==> src/wpl3_pkg.sv <==
package wpl3_pkg;

  localparam int DEF_MAX_X = 256;
  localparam int DEF_MAX_Y = 256;
  localparam int DEF_MAX_Z = 256;

  localparam int PHASE_W = 16;
  localparam int SIZE_W  = 9;
  localparam int WGT_W   = 16;
  localparam int LAP_W   = 31;
  localparam int CFG_AW  = 3;

  // floor(a/7) split: 2^18 = 7*37449 + 1, 2^9 = 7*73 + 1, then 2341/2^14 for the rest
  localparam int DIV7_HI  = 37449;
  localparam int DIV7_MID = 73;
  localparam int DIV7_LO  = 2341;
  localparam int DIV7_SH  = 14;

  typedef enum logic [CFG_AW-1:0] {
    REG_SIZE_X = 3'd0,
    REG_SIZE_Y = 3'd1,
    REG_SIZE_Z = 3'd2,
    REG_INV_X  = 3'd3,
    REG_INV_Y  = 3'd4,
    REG_INV_Z  = 3'd5
  } cfg_reg_t;

  typedef struct packed {
    logic [PHASE_W-1:0] c;
    logic [PHASE_W-1:0] xb;
    logic [PHASE_W-1:0] xf;
    logic [PHASE_W-1:0] yb;
    logic [PHASE_W-1:0] yf;
    logic [PHASE_W-1:0] zb;
    logic [PHASE_W-1:0] zf;
  } taps_t;

  typedef struct packed {
    logic has_xb;
    logic has_xf;
    logic has_yb;
    logic has_yf;
    logic has_zb;
    logic has_zf;
    logic last;
  } edge_ctl_t;

  // wrapped second difference in (-32768, 32768]
  function automatic logic signed [PHASE_W:0] wrap_diff(
    input logic [PHASE_W-1:0] f,
    input logic [PHASE_W-1:0] b,
    input logic [PHASE_W-1:0] c
  );
    logic [PHASE_W-1:0] t;
    t = f + b - {c[PHASE_W-2:0], 1'b0};
    return {t[PHASE_W-1] && (t != {1'b1, {(PHASE_W-1){1'b0}}}), t};
  endfunction

endpackage

==> src/wpl3_arith.sv <==
module wpl3_arith (
  input  logic                         clk,
  input  logic                         rst,
  input  logic                         enable,
  input  wpl3_pkg::taps_t              taps,
  input  wpl3_pkg::edge_ctl_t          ctl,
  input  logic                         ctl_valid,
  input  logic [wpl3_pkg::WGT_W-1:0]   wx,
  input  logic [wpl3_pkg::WGT_W-1:0]   wy,
  input  logic [wpl3_pkg::WGT_W-1:0]   wz,
  output logic                         out_valid,
  output logic signed [wpl3_pkg::LAP_W-1:0] laplacian,
  output logic                         last_voxel
);
  import wpl3_pkg::*;

  logic [PHASE_W-1:0] xf, xb, yf, yb, zf, zb;

  logic v1, v2, v3, v4, v5, v6;
  logic l1, l2, l3, l4, l5, l6;
  logic signed [PHASE_W:0] dx, dy, dz;
  logic signed [31:0] px, py, pz;
  logic signed [33:0] sum;
  logic               n4, n5, n6;
  logic [14:0]        ah;
  logic [18:0]        v;
  logic [30:0]        p1;
  logic [16:0]        p2;
  logic [10:0]        w;
  logic [30:0]        q1;
  logic [7:0]         p3;
  logic [33:0]        mag_s;
  logic [21:0]        w_prod;
  logic [30:0]        mag;

  always_comb begin
    xf = ctl.has_xf ? taps.xf : taps.c;
    xb = ctl.has_xb ? taps.xb : taps.c;
    yf = ctl.has_yf ? taps.yf : taps.c;
    yb = ctl.has_yb ? taps.yb : taps.c;
    zf = ctl.has_zf ? taps.zf : taps.c;
    zb = ctl.has_zb ? taps.zb : taps.c;
  end

  always_ff @(posedge clk) begin
    if (rst) begin
      v1 <= 1'b0; v2 <= 1'b0; v3 <= 1'b0;
      v4 <= 1'b0; v5 <= 1'b0; v6 <= 1'b0;
      out_valid <= 1'b0;
    end else if (enable) begin
      v1 <= ctl_valid; v2 <= v1; v3 <= v2;
      v4 <= v3; v5 <= v4; v6 <= v5;
      out_valid <= v6;
    end
  end

  assign mag_s  = sum[33] ? -sum : sum;
  assign w_prod = 22'(w) * 22'(DIV7_LO);
  assign mag    = q1 + 31'(p3);

  always_ff @(posedge clk) begin
    if (enable) begin
      // second differences
      dx <= wrap_diff(xf, xb, taps.c);
      dy <= wrap_diff(yf, yb, taps.c);
      dz <= wrap_diff(zf, zb, taps.c);
      l1 <= ctl.last;
      // weights
      px <= 32'(dx) * $signed(32'(wx));
      py <= 32'(dy) * $signed(32'(wy));
      pz <= 32'(dz) * $signed(32'(wz));
      l2 <= l1;
      sum <= 34'(px) + 34'(py) + 34'(pz);
      l3 <= l2;
      // divide |sum| by 7, then restore sign
      n4 <= sum[33];
      ah <= mag_s[32:18];
      v  <= 19'(mag_s[32:18]) + 19'(mag_s[17:0]);
      l4 <= l3;
      n5 <= n4;
      p1 <= 31'(ah) * 31'(DIV7_HI);
      p2 <= 17'(v[18:9]) * 17'(DIV7_MID);
      w  <= 11'(v[18:9]) + 11'(v[8:0]);
      l5 <= l4;
      n6 <= n5;
      q1 <= p1 + 31'(p2);
      p3 <= w_prod[DIV7_SH +: 8];
      l6 <= l5;
      laplacian  <= n6 ? -$signed(mag) : $signed(mag);
      last_voxel <= l6;
    end
  end

endmodule
==> config.mk <==
export PLATFORM = sky130hd
export DESIGN_NAME = wpl3_arith
export DESIGN_NICKNAME = d
export VERILOG_FILES = /design/src/wpl3_pkg.sv /design/src/wpl3_arith.sv
export SDC_FILE = /design/constraint.sdc
export NUM_CORES = 2
export LEC_CHECK = 0
export ABC_AREA = 1
export BUFFER_PORTS_ARGS = -buffer_cell sky130_fd_sc_hd__buf_2
export CORE_MARGIN = 2
export CORE_UTILIZATION = 59
export CTS_BUF_LIST = sky130_fd_sc_hd__clkbuf_2 sky130_fd_sc_hd__clkbuf_4 sky130_fd_sc_hd__clkbuf_8
export DETAILED_ROUTE_END_ITERATION = 10
export GPL_ROUTABILITY_DRIVEN = 1
export PLACE_DENSITY = 0.87
export SETUP_SLACK_MARGIN = 0.2
export SLEW_MARGIN = 20
export SYNTH_ARGS = -nofsm -noshare
export SYNTH_HDL_FRONTEND = slang
export SYNTH_SLANG_ARGS = --single-unit
==> constraint.sdc <==
create_clock -name clk -period 7.8 [get_ports clk]
set_clock_uncertainty 0.1 [all_clocks]
set_input_delay 0.78 -clock clk [delete_from_list [all_inputs] [get_ports clk]]
set_output_delay 0.78 -clock clk [all_outputs]
set_load 0.01 [all_outputs]
==> run metrics <==
Resize count post-CTS=0; Bufs on Longest Clock Path=3; clock buffer count from CTS=68; Async S/R FF share, synth=0%; Relative slew margins=33.46%; H-tree depth=3; Synth warnings=0; Post-CTS Setup Inserts=0; Syn Inst Count=7044; worst path cell trace=nand2_1 -> fa_1 -> inv_1 -> fa_1 -> fa_1 -> fa_1 -> fa_1 -> inv_1 -> fa_1 -> inv_1 -> ha_1 -> nand2_1 -> inv_1 -> nand2_1 -> nor3_1 -> nand4_1 -> nand3_1 -> a21oi_1 -> o21ai_0 -> xor2_1; Synth Register Bits=361; top cells by area, synth=fa_1 (31%), edfxtp_1 (18%), inv_1 (12%); cell with the most instances after synthesis=inv_1; first-pass GRT wire length=233900 µm; DIE AREA=103400 µm²; Die H=321.5 µm; Clk Latency, worst-skew pair=680 ps; initial antenna violation count=11; critical path launch point=dz[16]$_DFFE_PP_; Startpoint Class=register; fillers=7820; Die W=321.5 µm; layout cells sized above 1=5.218%; vias in the first global route=48681; register area share after synthesis=18.11%; 1st-pass router iterations=8; clock net sink count=361; syn nets=8695; CTS tree=done; fin crit share=85.42%; clock root buffer master=clkbuf_8; Fmax achieved=0.1501 GHz; Fin. Hold Viols=0; setup tns final=0 ps; R2R Path End=pz[27]$_DFFE_PP_; Overall Global Routing Usage=28.14%; Starting Density=59.47%; worst hold-check path type=primary input to register; final wirelength=140100 µm; min Tclk post-route=6663 ps; core box area=100000 µm²; IO Port Bufs=203; Routed Antenna Nets=0; GP Congestion=0.9454; DR vias=45521; critical path class=register to register; Worst Tran Pin Value=998.1 ps; largest net degree at the start of global routing=141; Avg WL per Cell=16.58 µm; worst r2r src=dz[16]$_DFFE_PP_; Post-synth EDFFs=354; Worst EP arrival=6950 ps; max-cap violations=0; commonest cells in the netlist=inv_1 (1888), nand2_1 (1521), fa_1 (926), ha_1 (554), edfxtp_1 (354); drt via density=5.386; post-synth top area share=31.17%; CP peak stage delay=690 ps; most area-hungry cell type in the Yosys netlist=fa_1; cell mode on critical path=fa_1; CP endpoint kind=register; Worst-path clk slew=60 ps; RSZ-0062 raised after global routing=false; grt total ovfl=0; Final setup viols=0; crit path max fanout=16; DP HPWL=116500 µm; syn avg cell area=8.443 µm²; R2R Setup Slk=1140 ps; I/O Pins=204; Pins Over Slew Limit=0; drt drc=0; Critical Path End=pz[27]$_DFFE_PP_; FP Rows=116; Critical Path RT=8080 ps; status=complete, no violations; Cell Area, Synth=59470 µm²; Layout area overhead=5.664%; r2r worst-path depth=20; hold_buf cts=0; Synth cell types=54; main flop type after synthesis=edfxtp_1; Final nets=8749; DRT iter0 DRCs=3207; Worst path slowest cell=edfxtp_1
flip-flops by register name, indices dropped and copies added (netlist names), 17 cells and up:
register / count
py: 32
v: 19
p2: 17
q1: 31
pz: 32
p1: 31
px: 32
sum: 34
dz: 17
laplacian: 31
dx: 17
dy: 17
routing by layer:
metal  wire length [µm]  part of all wire, %  track usage [%]
met2              70700                   50            50.38
met3               9867                  7.0            4.647
met5                 64                0.046                0
met4               7713                  5.5            13.96
met1              51750                   37            32.61
cells by family (layout without fill, tap and decap cells):
logic type	Yosys count	count (layout)	share of synthesized area, %
and+or+nand+nor	2095	2095	14.30
xor gates and xnor gates	353	353	5.224
buffers and inverters	2126	2230	13.44
adders and majority gates	1480	1480	42.83
muxes	36	36	0.6059
DFF	361	361	18.11
AOI/OAI and AO/OA	593	593	5.491
other	0	5	0
layout by cell type (no fill, tap or decap), types with 9 or more instances in the layout:
cell type	count
clkbuf_4	12
fa_1	926
nand2_1	1521
nand4_1	45
xnor2_1	126
nand2_2	14
edfxtp_1	354
xor2_1	225
bufinv_16	10
buf_2	202
inv_1	1888
o21bai_1	21
ha_1	554
o31ai_1	10
a31oi_1	20
a21o_1	29
clkinv_1	13
nor3_1	47
nand3b_1	10
nand3_1	145
inv_2	10
o21ai_0	142
nor2_1	261
a21oi_1	323
clkinv_2	9
clkbuf_8	68
mux2i_1	36
nor2_2	9
nor4_1	13
how the worst min path moves through the flow:
stage / endpoint / start / cells after the start
final: l1$_DFFE_PP_ / ctl[0] / 1
after floorplan: l2$_DFFE_PP_ / l1$_DFFE_PP_ / 0
after global placement: l3$_DFFE_PP_ / l2$_DFFE_PP_ / 0
after detailed placement: l4$_DFFE_PP_ / l3$_DFFE_PP_ / 0
after global routing: l1$_DFFE_PP_ / ctl[0] / 1
after CTS: l1$_DFFE_PP_ / ctl[0] / 1
per-stage QoR:
step | instances | hold WS (ps) | worst slack [ps] | util [%] | instance area [µm²]
2_1_floorplan | 7044 | 300.3 | 1413 | - | 59470
3_3_place_gp | 8326 | 301.3 | 1136 | 61.32 | 61320
3_5_place_dp | 8326 | 306.1 | 944.3 | 61.32 | 61320
4_1_cts | 8446 | 132.8 | 1250 | 62.82 | 62830
5_1_grt | 8451 | 153.3 | 762.4 | 62.84 | 62840
6_report | 8451 | 182.6 | 1137 | 62.84 | 62840
area by class of cell:
cell class | instances | area [µm²] | share of cell area, %
inverter | 1900 | 7132 | 11.35
clock buffer | 80 | 1026 | 1.633
sequential | 361 | 10770 | 17.14
timing repair buffer | 210 | 1091 | 1.736
antenna | 5 | 12.51 | 0.01991
multi-input combinational | 4557 | 40710 | 64.78
tap | 1298 | 1624 | 2.585
clock inverter | 40 | 475.5 | 0.7566
critical path: cells and delay by family (launching register included):
| family | cells | cell delay, ps |
|---|---|---|
| fa+ha+maj | 7 | 3600 |
| xor+xnor | 1 | 130 |
| compound gates | 2 | 450 |
| buf+inv | 4 | 310 |
| simple gates | 6 | 1090 |
| flops | 1 | 690 |
Power is not shown: default switching activity piles up to over one toggle a cycle in this logic, so the estimate is an artifact.
